**config.mk**
```make
export PLATFORM = sky130hd
export DESIGN_NAME = caret_tag_text_attribute_parser_core
export DESIGN_NICKNAME = d
export VERILOG_FILES = /design/src/sv/cttap_pkg.sv /design/src/sv/caret_tag_text_attribute_parser_core.sv /design/src/sv/cttap_parse.sv
export SDC_FILE = /design/constraint.sdc
export NUM_CORES = 1
export LEC_CHECK = 0
export BUFFER_PORTS_ARGS = -buffer_cell sky130_fd_sc_hd__buf_4
export CAP_MARGIN = 25
export CORE_MARGIN = 3
export CORE_UTILIZATION = 45
export DETAILED_ROUTE_END_ITERATION = 8
export GPL_ROUTABILITY_DRIVEN = 1
export PLACE_DENSITY = 0.67
export SYNTH_ARGS = -nofsm -noshare
export SYNTH_HDL_FRONTEND = slang
export SYNTH_SLANG_ARGS = --single-unit
```
**constraint.sdc**
```tcl
create_clock -name clock -period 3.7 [get_ports clock]
set_input_delay 0.37 -clock clock [delete_from_list [all_inputs] [get_ports clock]]
set_output_delay 0.37 -clock clock [all_outputs]
set_load 0.02 [all_outputs]
```
**src/sv/cttap_pkg.sv**
```systemverilog
// Shared types, character codes and helpers for the caret tag text attribute parser.
// No dependencies; used by cttap_parse and the top level.
`timescale 1ns / 1ps

package cttap_pkg;

   localparam int unsigned ByteWidth  = 8;
   localparam int unsigned ColorWidth = 32;
   localparam int unsigned FlashWidth = 5;
   localparam int unsigned HexWidth   = 24;
   localparam int unsigned CountWidth = 3;
   localparam int unsigned ModeWidth  = 2;

   localparam logic [ColorWidth-1:0] DEFAULT_COLOR_RESET = 32'hFFFF_FFFF;
   localparam logic [ModeWidth-1:0]  MODE_LITERAL = 2'd0;
   localparam logic [ModeWidth-1:0]  MODE_STRIP   = 2'd1;
   localparam logic [ModeWidth-1:0]  MODE_APPLY   = 2'd2;

   localparam logic CSR_TAG_MODE      = 1'b0;
   localparam logic CSR_DEFAULT_COLOR = 1'b1;

   localparam logic [CountWidth-1:0] COLOR_DIGITS = 3'd6;
   localparam logic [CountWidth-1:0] ALPHA_DIGITS = 3'd2;
   localparam logic [3:0]            FLASH_MAX    = 4'd9;

   localparam logic [ByteWidth-1:0] CH_TAB   = 8'h09;
   localparam logic [ByteWidth-1:0] CH_CARET = 8'h5E;
   localparam logic [ByteWidth-1:0] CH_0     = 8'h30;
   localparam logic [ByteWidth-1:0] CH_9     = 8'h39;
   localparam logic [ByteWidth-1:0] CH_LA    = 8'h61;
   localparam logic [ByteWidth-1:0] CH_LF    = 8'h66;
   localparam logic [ByteWidth-1:0] CH_UA    = 8'h41;
   localparam logic [ByteWidth-1:0] CH_UF    = 8'h46;
   localparam logic [ByteWidth-1:0] TAG_COLOR     = 8'h63; // c
   localparam logic [ByteWidth-1:0] TAG_ALPHA     = 8'h61; // a
   localparam logic [ByteWidth-1:0] TAG_FLASH     = 8'h66; // f
   localparam logic [ByteWidth-1:0] TAG_RESET     = 8'h72; // r
   localparam logic [ByteWidth-1:0] TAG_NOP       = 8'h6F; // o
   localparam logic [ByteWidth-1:0] TAG_BOLD      = 8'h62; // b
   localparam logic [ByteWidth-1:0] TAG_ITALIC    = 8'h69; // i
   localparam logic [ByteWidth-1:0] TAG_RGB_DEF   = 8'h43; // C
   localparam logic [ByteWidth-1:0] TAG_ALPHA_DEF = 8'h41; // A
   localparam logic [ByteWidth-1:0] TAG_FLASH_OFF = 8'h46; // F
   localparam logic [ByteWidth-1:0] TAG_BOLD_OFF  = 8'h42; // B
   localparam logic [ByteWidth-1:0] TAG_ITAL_OFF  = 8'h49; // I

   typedef enum logic [2:0] {
      PH_NORMAL,
      PH_CARET,
      PH_COLOR,
      PH_ALPHA,
      PH_FLASH,
      PH_HALT
   } phase_type;

   typedef struct packed {
      logic                  found;
      logic [3:0]            value;
   } hex_type;

   typedef struct packed {
      logic                  italic_on;
      logic                  bold_on;
      logic [FlashWidth-1:0] flash_rate;
      logic [ColorWidth-1:0] blend_color;
      logic [ByteWidth-1:0]  glyph_code;
   } glyph_type;

   typedef struct packed {
      logic                 step;
      logic                 last;
      logic [ByteWidth-1:0] text_byte;
   } item_type;

   function automatic hex_type hex_digit(input logic [ByteWidth-1:0] b);
      hex_type h;
      h.found = 1'b1;
      h.value = 4'd0;
      if (b >= CH_0 && b <= CH_9) begin
         h.value = b[3:0];
      end else if ((b >= CH_LA && b <= CH_LF) || (b >= CH_UA && b <= CH_UF)) begin
         h.value = b[3:0] + 4'd9;
      end else begin
         h.found = 1'b0;
      end
      return h;
   endfunction

   function automatic logic [FlashWidth-1:0] flash_of(input logic [ByteWidth-1:0] b);
      logic [3:0] d;
      if (b < CH_0) begin
         d = 4'd0;
      end else if (b > CH_9) begin
         d = FLASH_MAX;
      end else begin
         d = b[3:0];
      end
      return {d, 1'b1};
   endfunction

endpackage

```
**src/sv/caret_tag_text_attribute_parser_core.sv**
```systemverilog
// Caret tag text attribute parser: stream top level with input and result registers.
// Depends on cttap_pkg and cttap_parse.
// A visible glyph passes the input register, then the result register that drives rsp_tvalid.
// Throughput: one byte per cycle unless rsp_tready stalls; the update is combinational.
// Reset: synchronous; tag_mode to apply, default colour to all ones, string state cleared.
`timescale 1ns / 1ps

module caret_tag_text_attribute_parser_core (
   input  logic        clock,
   input  logic        reset,
   input  logic        req_tvalid,
   output logic        req_tready,
   input  logic [7:0]  req_tdata,   // text_byte
   input  logic        req_tlast,   // end_of_text
   output logic        rsp_tvalid,
   input  logic        rsp_tready,
   output logic [47:0] rsp_tdata,   // glyph_code, blend_color, flash_rate, bold_on, italic_on
   output logic        rsp_tlast,   // from_final_byte
   input  logic        csr_valid,
   output logic        csr_ready,
   input  logic        csr_index,
   input  logic [31:0] csr_wdata
);

   logic                                in_valid_ff, in_valid_in;
   logic [cttap_pkg::ByteWidth-1:0]     in_byte_ff;
   logic                                in_last_ff;
   logic                                out_valid_ff, out_valid_in;
   cttap_pkg::glyph_type                out_glyph_ff;
   logic                                out_last_ff;
   logic [cttap_pkg::ModeWidth-1:0]     tag_mode_ff;
   logic [cttap_pkg::ColorWidth-1:0]    default_color_ff;
   logic                                advance;
   cttap_pkg::item_type                 item;
   logic                                emit;
   cttap_pkg::glyph_type                glyph;
   logic                                in_string;

   assign advance    = !out_valid_ff || rsp_tready;
   assign req_tready = !in_valid_ff || advance;
   assign csr_ready  = 1'b1;

   assign item.step      = in_valid_ff && advance;
   assign item.last      = in_last_ff;
   assign item.text_byte = in_byte_ff;

   assign in_valid_in  = req_tready ? req_tvalid : in_valid_ff;
   assign out_valid_in = item.step ? emit : (advance ? 1'b0 : out_valid_ff);

   cttap_parse u_parse (
      .clock         (clock),
      .reset         (reset),
      .item          (item),
      .tag_mode      (tag_mode_ff),
      .default_color (default_color_ff),
      .emit          (emit),
      .glyph         (glyph),
      .in_string     (in_string)
   );

   always_ff @(posedge clock) begin
      if (reset) begin
         in_valid_ff      <= 1'b0;
         out_valid_ff     <= 1'b0;
         tag_mode_ff      <= cttap_pkg::MODE_APPLY;
         default_color_ff <= cttap_pkg::DEFAULT_COLOR_RESET;
      end else begin
         in_valid_ff  <= in_valid_in;
         out_valid_ff <= out_valid_in;
         if (csr_valid && csr_index == cttap_pkg::CSR_TAG_MODE) begin
            tag_mode_ff <= csr_wdata[cttap_pkg::ModeWidth-1:0];
         end
         if (csr_valid && csr_index == cttap_pkg::CSR_DEFAULT_COLOR) begin
            default_color_ff <= csr_wdata;
         end
      end
   end

   always_ff @(posedge clock) begin
      if (req_tready && req_tvalid) begin
         in_byte_ff <= req_tdata;
         in_last_ff <= req_tlast;
      end
      if (item.step && emit) begin
         out_glyph_ff <= glyph;
         out_last_ff  <= in_last_ff;
      end
   end

   assign rsp_tvalid = out_valid_ff;
   assign rsp_tdata  = {1'b0, out_glyph_ff};
   assign rsp_tlast  = out_last_ff;

`ifndef SYNTH
   a_hold_input: assert property (@(posedge clock) disable iff (reset)
      in_valid_ff && !advance |=> in_valid_ff && $stable(in_byte_ff))
      else $error("input word lost while stalled");
   a_flash_odd: assert property (@(posedge clock) disable iff (reset)
      out_valid_ff |-> (out_glyph_ff.flash_rate[0] || out_glyph_ff.flash_rate == '0))
      else $error("even flash rate");
   a_flash_range: assert property (@(posedge clock) disable iff (reset)
      out_valid_ff |-> out_glyph_ff.flash_rate <= 5'd19)
      else $error("flash rate above range");
   a_fresh_after_reset: assert property (@(posedge clock)
      reset |=> !in_string)
      else $error("string state survived reset");
`endif

endmodule

```
**src/sv/cttap_parse.sv**
```systemverilog
// Tag parser state and per-byte attribute update for one registered text byte.
// Depends on cttap_pkg.
`timescale 1ns / 1ps

module cttap_parse (
   input  logic                                 clock,
   input  logic                                 reset,
   input  cttap_pkg::item_type                  item,
   input  logic [cttap_pkg::ModeWidth-1:0]      tag_mode,
   input  logic [cttap_pkg::ColorWidth-1:0]     default_color,
   output logic                                 emit,
   output cttap_pkg::glyph_type                 glyph,
   output logic                                 in_string
);

   cttap_pkg::phase_type                phase_ff, phase_in, phase_cur;
   logic [cttap_pkg::CountWidth-1:0]    count_ff, count_in, count_cur, count_inc;
   logic [cttap_pkg::HexWidth-1:0]      acc_ff, acc_in, acc_cur, acc_hex;
   logic                                run_ff, run_in, run_cur, run_hex;
   logic [cttap_pkg::ColorWidth-1:0]    color_ff, color_in, color_cur;
   logic [cttap_pkg::FlashWidth-1:0]    flash_ff, flash_in, flash_cur;
   logic                                bold_ff, bold_in, bold_cur;
   logic                                italic_ff, italic_in, italic_cur;
   logic                                in_string_ff, in_string_in;
   logic                                parse, apply;
   cttap_pkg::hex_type                  hex;

   assign in_string = in_string_ff;
   assign parse = (tag_mode != cttap_pkg::MODE_LITERAL);
   assign apply = (tag_mode != cttap_pkg::MODE_LITERAL) && (tag_mode != cttap_pkg::MODE_STRIP);

   // reload attributes at the start of a string
   assign phase_cur  = in_string_ff ? phase_ff  : cttap_pkg::PH_NORMAL;
   assign count_cur  = in_string_ff ? count_ff  : '0;
   assign acc_cur    = in_string_ff ? acc_ff    : '0;
   assign run_cur    = in_string_ff ? run_ff    : 1'b1;
   assign color_cur  = in_string_ff ? color_ff  : default_color;
   assign flash_cur  = in_string_ff ? flash_ff  : '0;
   assign bold_cur   = in_string_ff ? bold_ff   : 1'b0;
   assign italic_cur = in_string_ff ? italic_ff : 1'b0;

   assign hex       = cttap_pkg::hex_digit(item.text_byte);
   assign count_inc = count_cur + 1'b1;
   assign run_hex   = run_cur && hex.found;
   assign acc_hex   = run_hex ? {acc_cur[cttap_pkg::HexWidth-5:0], hex.value} : acc_cur;

   assign glyph.glyph_code  = item.text_byte;
   assign glyph.blend_color = color_cur;
   assign glyph.flash_rate  = flash_cur;
   assign glyph.bold_on     = bold_cur;
   assign glyph.italic_on   = italic_cur;

   always_comb begin
      phase_in     = phase_cur;
      count_in     = count_cur;
      acc_in       = acc_cur;
      run_in       = run_cur;
      color_in     = color_cur;
      flash_in     = flash_cur;
      bold_in      = bold_cur;
      italic_in    = italic_cur;
      in_string_in = 1'b1;
      emit         = 1'b0;
      case (phase_cur)
         cttap_pkg::PH_NORMAL: begin
            if (item.text_byte == cttap_pkg::CH_TAB) begin
               phase_in = cttap_pkg::PH_NORMAL;
            end else if (item.text_byte == cttap_pkg::CH_CARET && parse) begin
               phase_in = cttap_pkg::PH_CARET;
            end else begin
               emit = 1'b1;
            end
         end
         cttap_pkg::PH_CARET: begin
            phase_in = cttap_pkg::PH_NORMAL;
            case (item.text_byte)
               cttap_pkg::TAG_COLOR: begin
                  phase_in = cttap_pkg::PH_COLOR;
                  count_in = '0;
                  acc_in   = '0;
                  run_in   = 1'b1;
               end
               cttap_pkg::TAG_ALPHA: begin
                  phase_in = cttap_pkg::PH_ALPHA;
                  count_in = '0;
                  acc_in   = '0;
                  run_in   = 1'b1;
               end
               cttap_pkg::TAG_FLASH: phase_in = cttap_pkg::PH_FLASH;
               cttap_pkg::TAG_RESET: begin
                  if (apply) begin
                     color_in  = default_color;
                     flash_in  = '0;
                     bold_in   = 1'b0;
                     italic_in = 1'b0;
                  end
               end
               cttap_pkg::TAG_NOP: phase_in = cttap_pkg::PH_NORMAL;
               cttap_pkg::TAG_BOLD: if (apply) bold_in = 1'b1;
               cttap_pkg::TAG_ITALIC: if (apply) italic_in = 1'b1;
               cttap_pkg::TAG_RGB_DEF: begin
                  if (apply) color_in = {default_color[31:8], color_cur[7:0]};
               end
               cttap_pkg::TAG_ALPHA_DEF: begin
                  if (apply) color_in = {color_cur[31:8], default_color[7:0]};
               end
               cttap_pkg::TAG_FLASH_OFF: if (apply) flash_in = '0;
               cttap_pkg::TAG_BOLD_OFF: if (apply) bold_in = 1'b0;
               cttap_pkg::TAG_ITAL_OFF: if (apply) italic_in = 1'b0;
               cttap_pkg::CH_CARET: emit = 1'b1;
               default: phase_in = cttap_pkg::PH_HALT;
            endcase
         end
         cttap_pkg::PH_COLOR, cttap_pkg::PH_ALPHA: begin
            acc_in   = acc_hex;
            run_in   = run_hex;
            count_in = count_inc;
            if (phase_cur == cttap_pkg::PH_COLOR && count_inc >= cttap_pkg::COLOR_DIGITS) begin
               if (apply) color_in = {acc_hex, color_cur[7:0]};
               phase_in = cttap_pkg::PH_NORMAL;
               count_in = '0;
               acc_in   = '0;
               run_in   = 1'b1;
            end else if (phase_cur == cttap_pkg::PH_ALPHA &&
                         count_inc >= cttap_pkg::ALPHA_DIGITS) begin
               if (apply) color_in = {color_cur[31:8], acc_hex[7:0]};
               phase_in = cttap_pkg::PH_NORMAL;
               count_in = '0;
               acc_in   = '0;
               run_in   = 1'b1;
            end
         end
         cttap_pkg::PH_FLASH: begin
            if (apply) flash_in = cttap_pkg::flash_of(item.text_byte);
            phase_in = cttap_pkg::PH_NORMAL;
         end
         default: phase_in = cttap_pkg::PH_HALT;
      endcase
      if (item.last) begin
         in_string_in = 1'b0;
      end
   end

   always_ff @(posedge clock) begin
      if (reset) begin
         in_string_ff <= 1'b0;
         phase_ff     <= cttap_pkg::PH_NORMAL;
      end else if (item.step) begin
         in_string_ff <= in_string_in;
         phase_ff     <= phase_in;
      end
   end

   always_ff @(posedge clock) begin
      if (item.step) begin
         count_ff  <= count_in;
         acc_ff    <= acc_in;
         run_ff    <= run_in;
         color_ff  <= color_in;
         flash_ff  <= flash_in;
         bold_ff   <= bold_in;
         italic_ff <= italic_in;
      end
   end

`ifndef SYNTH
   a_digits_bounded: assert property (@(posedge clock) disable iff (reset)
      in_string_ff && (phase_ff == cttap_pkg::PH_COLOR) |-> count_ff < cttap_pkg::COLOR_DIGITS)
      else $error("colour digit count out of range");
   a_string_closes: assert property (@(posedge clock) disable iff (reset)
      item.step && item.last |=> !in_string_ff)
      else $error("string state kept after final byte");
   a_halt_silent: assert property (@(posedge clock) disable iff (reset)
      in_string_ff && (phase_ff == cttap_pkg::PH_HALT) |-> !emit)
      else $error("glyph emitted while halted");
`endif

endmodule
```
---- Word-level counts from Yosys, hierarchy flattened ----
Index checks and enable logic that the tools add are counted.
word-level totals
  bits in registers ....................... 164
  bits of input ports ..................... 47
  output and inout bits ................... 52
  logic and storage cells ................. 141
cells by class
  add/sub/neg operators ................... 2
  magnitude comparators ................... 10
  equality and inequality tests ........... 19
  mux-type cells .......................... 61
  bitwise operators ....................... 1
  reduce and logical (&&, ||, !) cells .... 27
operator list
  cell                                                                          number
  32-bit two-way mux                                                            5
  24-bit two-way mux                                                            5
  8-bit by 7-bit == test with 1-bit output, second input constant               13
  32-bit one-hot mux with 3 select lines                                        1
  32-bit one-hot mux with 2 select lines                                        1
  24-bit one-hot mux with 2 select lines                                        1
  3-bit two-way mux                                                             9
  8-bit two-way mux                                                             3
  3-bit one-hot mux with 4 select lines                                         2
  1-bit two-way mux                                                             20
  5-bit two-way mux                                                             4
  8-bit by 7-bit >= comparator with 1-bit output, second input constant         2
  8-bit by 7-bit <= comparator with 1-bit output, second input constant         2
  4-bit two-way mux                                                             4
  1-bit logical AND                                                             13
  5-bit one-hot mux with 2 select lines                                         1
  10-bit OR reduction                                                           1
  2-bit OR reduction                                                            5
  8-bit by 4-bit == test with 1-bit output, second input constant               1
  8-bit by 6-bit >= comparator with 1-bit output, second input constant         1
  8-bit by 6-bit > comparator with 1-bit output, second input constant          1
  8-bit by 6-bit <= comparator with 1-bit output, second input constant         1
  8-bit by 6-bit less-than comparator with 1-bit output, second input constant  1
  1-bit one-hot mux with 2 select lines                                         4
  14 further kinds                                                              19

---- Longest topological paths before layout ----
  depth in word-level cells ............... 11
  depth in mapped cells ................... 15

---- Cells and area by module ----
From an unflattened synthesis, not the netlist that was laid out.
unflattened totals
  cell total of the unflattened synthesis .. 644
  area, all modules ....................... 7,775.0 um2
modules (own cells, without submodules)
  module                                times used  cells each  area an instance (um2)  seq. area each (um2)
  cttap_parse                           1           453         4,662.0                 2,092.0
  caret_tag_text_attribute_parser_core  1           191         3,113.0                 2,432.3

---- Least setup slack after synthesis ----
Ideal clock, no wire load.
  kind .................................... reg2reg
  start ................................... register out_valid_ff, in the netlist rsp_tvalid
  end ..................................... register out_glyph_ff (netlist bit rsp_tdata[0]), enable pin
  arrival time ............................ 3.346 ns
  required time ........................... 3.298 ns
  path slack .............................. -0.049 ns
  stages on the path, launching flop included .. 6
  clock period less this slack ............ 3.749 ns
  cells stage by stage .................... dfxtp_1 -> nand2b_1 -> nand2_1 -> inv_1 -> o21ai_0 -> inv_1
RTL lines
  what                    line                                        source
  from (decl)             caret_tag_text_attribute_parser_core.sv:28  logic out_valid_ff, out_valid_in;
  from (signal assigned)  caret_tag_text_attribute_parser_core.sv:69  out_valid_ff <= out_valid_in;
  to (signal assigned)    caret_tag_text_attribute_parser_core.sv:85  out_glyph_ff <= glyph;
  to (decl)               caret_tag_text_attribute_parser_core.sv:29  cttap_pkg::glyph_type out_glyph_ff;

---- Worst setup path after layout ----
  start ................................... register in_byte_ff[1] in the netlist's numbering
  end ..................................... register u_parse.acc_ff[12] in the netlist's numbering (data pin)
on the way
  cells in the longest elaborated chain, start to end .. 10
  elaborated cells between the ends (all ways) .. 21
  those cells by class .................... order compare: 6; eq/ne: 2; mux: 7; reduce/logical: 6
RTL lines
  what                                                                                                              line                                        source
  from (decl)                                                                                                       caret_tag_text_attribute_parser_core.sv:26  logic [cttap_pkg::ByteWidth-1:0] in_byte_ff;
  from (signal assigned)                                                                                            caret_tag_text_attribute_parser_core.sv:81  in_byte_ff <= req_tdata;
  8-bit by 7-bit >= comparator with 1-bit output or 8-bit by 7-bit <= comparator with 1-bit output (tied branches)  cttap_pkg.sv:81                             end else if ((b >= CH_LA && b <= CH_LF) || (b >= CH_UA && b <= CH_UF)) begin
  1-bit logical AND                                                                                                 cttap_pkg.sv:81
  1-bit logical OR                                                                                                  cttap_pkg.sv:81
  1-bit two-way mux                                                                                                 cttap_pkg.sv:81
  1-bit two-way mux                                                                                                 cttap_pkg.sv:79                             if (b >= CH_0 && b <= CH_9) begin
  1-bit logical AND                                                                                                 cttap_parse.sv:44                           assign run_hex = run_cur && hex.found;
  24-bit two-way mux                                                                                                cttap_parse.sv:45                           assign acc_hex = run_hex ? {acc_cur[cttap_pkg::HexWidth-5:0], hex.value} : acc_cur;
  24-bit two-way mux                                                                                                cttap_parse.sv:124                          end else if (phase_cur == cttap_pkg::PH_ALPHA &&
  24-bit two-way mux                                                                                                cttap_parse.sv:118                          if (phase_cur == cttap_pkg::PH_COLOR && count_inc >= cttap_pkg::COLOR_DIGITS) begin
  24-bit one-hot mux with 2 select lines *                                                                          cttap_parse.sv:64                           case (phase_cur)
  named net u_parse.acc_in (one bit)                                                                                cttap_parse.sv:18                           logic [cttap_pkg::HexWidth-1:0] acc_ff, acc_in, acc_cur, acc_hex;
  to (signal assigned)                                                                                              cttap_parse.sv:157                          acc_ff <= acc_in;
  to (decl)                                                                                                         cttap_parse.sv:18
Mark *: on every way through the listed nets, which the timed path passes. The rest lies on a longest branch.
A chain may end at the register's enable or synchronous reset.

==> impl_metrics.csv <==
group,metric,value,unit
outcome,status,"completed",
critical_path,arrival,3.57,ns
critical_path,cp-end-kind,"flip-flop",
sta,fin_tns_setup,0,ns
critical_path,worstRegToRegCells,8,
cts,holdBufCountCts,0,
synthesis,ys_top_cells_by_area,"edfxtp_1, dfxtp_1, mux2_2, a211o_1, and3_1",
global_routing,antenna_found_initial,0,
critical_path,crit_fanout,11,
global_routing,grt_max_degree,72,
synthesis,async_flop_share,0,
pwr,p_leak,0.00366,µW
synthesis,synth.most_common_cell,"edfxtp_1",
final_layout,fin_util,0.552,
global_routing,grt_pass1_vias,6148,
sta,rsz0062_at_grt,"false",
critical_path,cp.depth,8,
synthesis,ys_types,76,
critical_path,crit_type,"flip-flop to flip-flop",
cts,cts_resized,0,
drt,routed_wl,22000,µm
critical_path,r2r_setup_slack,0.42,ns
critical_path,critPathSlowestCell,"nor2_1",
die,initial_core_util,0.465,
die,rows,48,
critical_path,crit_buf_inv,1,
synthesis,yosys_most_used_dff,"edfxtp_1",
cts,clockBufferDepth,2,
synthesis,yosysWarningCount,0,
critical_path,r2r-start,"in_byte_ff[1]",
job,cap_viol_max_count,0,
sta,period_minus_slack,3.28,ns
final_layout,antennaDiodeCount,0,
synthesis,synth_top_area_cell,"edfxtp_1",
critical_path,startpoint,"in_byte_ff[1]",
sta,maxSlewHeadroom,0.338,
cts,clkSinkCount,164,
synthesis,ys_ff_latch,164,
synthesis,avgSynthCellArea,11.9,µm²
synthesis,netlist_instances,688,
cts,clk_pin_slew_worst_paths,0.07,ns
pwr,seqPwrFrac,0.476,
global_routing,grt_pass1_wl,34700,µm
synthesis,synth_edf_count,124,
synthesis,yosys.area.top_type_share,0.457,
pwr,power_density,473,nW/µm²
cts,numCtsBuffers,17,
final_layout,nets,821,
pwr,p_int,3520,µW
sta,fmax,305,MHz
die,ioPinCount,99,
pwr,p_comb_frac,0.106,
sta,setup-violations-final,0,
sta,hold_viol,0,
synthesis,synthesis.nets,741,
critical_path,startpoint_type,"flip-flop",
pwr,ir_drop,0.319,mV
critical_path,max_stage_delay,0.70,ns
global_routing,grt_overflow,0,
die,fp.dieArea,19800,µm²
drt,detail_route.vias_per_cell,6.19,
sta,worst_slew_pin_slew,0.983,ns
critical_path,path_cells,"inv_1, ha_1, o21bai_1, a21oi_2, a21o_1, o21ai_0, nor2_1, a22o_1",
cts,cts_setup_buffers,0,
cts,tritoncts,"yes",
place,place_hpwl,15000,µm
critical_path,endpoint,"u_parse.acc_ff[12]",
pwr,switching_power,1060,µW
pwr,pwr-share-clk,0.418,
final_layout,drive_gt1_frac,0.255,
sta,post-route-period-util,0.885,
critical_path,crit_family,"compound AO/OA/AOI/OAI gates",
critical_path,cp.required,3.99,ns
sta,skew,0.0113,ns
drt,wl_per_cell,21.9,µm
pwr,netSwitchingFraction,0.231,
cts,clk_latency,0.43,ns
synthesis,ys_seq_area_frac,0.555,
drt,vias,6223,
drt,drtIter0Drc,531,
die,die_x,141,µm
cts,h-tree-depth,4,
final_layout,fillers,1515,
drt,dr.pass1.iters,5,
drt,drc,0,
drt,ant_nets,0,
synthesis,synth_area,8160,µm²
die,coreArea,17500,µm²
place,place.gp.congestion,0.911,
synthesis,synthTopCellsByCount,"edfxtp_1, o21ai_0, dfxtp_1, nand2_1",
sta,finalMaxSlewViolations,0,
final_layout,area_growth,18.8,%
critical_path,r2r_end,"u_parse.acc_ff[12]",
die,die_y,141,µm
cts,clockRootBuffer,"clkbuf_16",
place,port-buffer-count,96,
global_routing,grtUsageTotal,0.222,
worst_hold_path,worstHoldPathType,"primary input to flip-flop",
-- cell type report --
| class | instances | area [µm²] | share of cell area |
|---|---|---|---|
| flip-flops and latches | 164 | 4530 | 0.467 |
| multi-input cells | 446 | 3270 | 0.338 |
| repair buffers | 110 | 856 | 0.0884 |
| clock buffers | 21 | 440 | 0.0455 |
| well taps | 225 | 282 | 0.0291 |
| clock inverters | 11 | 199 | 0.0205 |
| inverters | 29 | 113 | 0.0116 |
-- per-layer routing --
metal  track usage  part of all wire  up-vias  routed length (µm)
met5             0                 0        -                   0
met4        0.0632             0.013        0                 290
met3        0.0499             0.073       27                1610
met2         0.336              0.45      259               10000
met1         0.323              0.46     3066               10100
li1              -                 -     2871                   -
-- worst reg2reg max path, cell delays in order (launching register included) --
cell,delay (ns)
edfxtp_1,0.55
inv_1,0.14
ha_1,0.38
o21bai_1,0.17
a21oi_2,0.45
a21o_1,0.28
o21ai_0,0.23
nor2_1,0.70
a22o_1,0.27
-- power groups by stage --
stage | combinational, µW | sequential, µW | clock (µW)
floorplan | 299 | 2210 | 0
global placement | 463 | 2210 | 0
detailed placement | 479 | 2210 | 0
CTS | 482 | 2180 | 1950
global route | 528 | 2190 | 2040
finish | 486 | 2180 | 1920
-- kinds of logic after synthesis --
kind of cell               Yosys count  synth area share
buffers and inverters               78            0.0451
other                                2          0.000921
muxes                               45            0.0600
DFF                                164             0.555
adders and majority gates            6           0.00921
AOI/OAI and AO/OA                  216             0.206
and+or+nand+nor                    177             0.124
-- through the flow --
| stage | worst slack, ns | area [µm²] | total power, µW | hold WS, ns | std cells |
|---|---|---|---|---|---|
| after floorplan | 0.0583 | 8160 | 2510 | 0.421 | 688 |
| after global placement | 0.559 | 8990 | 2670 | 0.445 | 971 |
| after detailed placement | 0.502 | 9020 | 2690 | 0.440 | 972 |
| after CTS | 0.472 | 9660 | 4610 | 0.100 | 1004 |
| after global routing | 0.166 | 9690 | 4750 | 0.101 | 1006 |
| final | 0.424 | 9690 | 4580 | 0.116 | 1006 |
-- cell usage in the layout, fill, tap and decap left out, drive strengths merged, types with 15 or more instances in the layout --
| cell type | synthesis | final |
|---|---|---|
| buf | 23 | 109 |
| nor2 | 22 | 22 |
| clkbuf | 26 | 22 |
| a21oi | 15 | 15 |
| and3 | 34 | 34 |
| nand2 | 39 | 39 |
| edfxtp | 124 | 124 |
| a211o | 34 | 34 |
| inv | 29 | 30 |
| o21ai | 44 | 44 |
| mux2 | 31 | 31 |
| a22o | 17 | 17 |
| dfxtp | 40 | 40 |
-- flip-flops by register name (all words and copies together), names as in the netlist, 2 cells and up --
signal,flops
rsp_tdata,47
default_color_ff,32
u_parse.color_ff,32
u_parse.acc_ff,24
in_byte_ff,8
u_parse.flash_ff,5
u_parse.count_ff,3
u_parse.phase_ff,3
tag_mode_ff,2
-- worst min path at each step --
stage                        startpoint            end  slack [ns]  cells past startpoint
final                      req_tdata[2]  in_byte_ff[2]        0.12                      1
after global routing       req_tdata[2]  in_byte_ff[2]        0.10                      1
after CTS                  req_tdata[2]  in_byte_ff[2]        0.10                      1
after detailed placement     in_last_ff      rsp_tlast        0.44                      0
after global placement       in_last_ff      rsp_tlast        0.44                      0
after floorplan           in_byte_ff[2]   rsp_tdata[2]        0.42                      0
(Power assumes the default switching activity.)
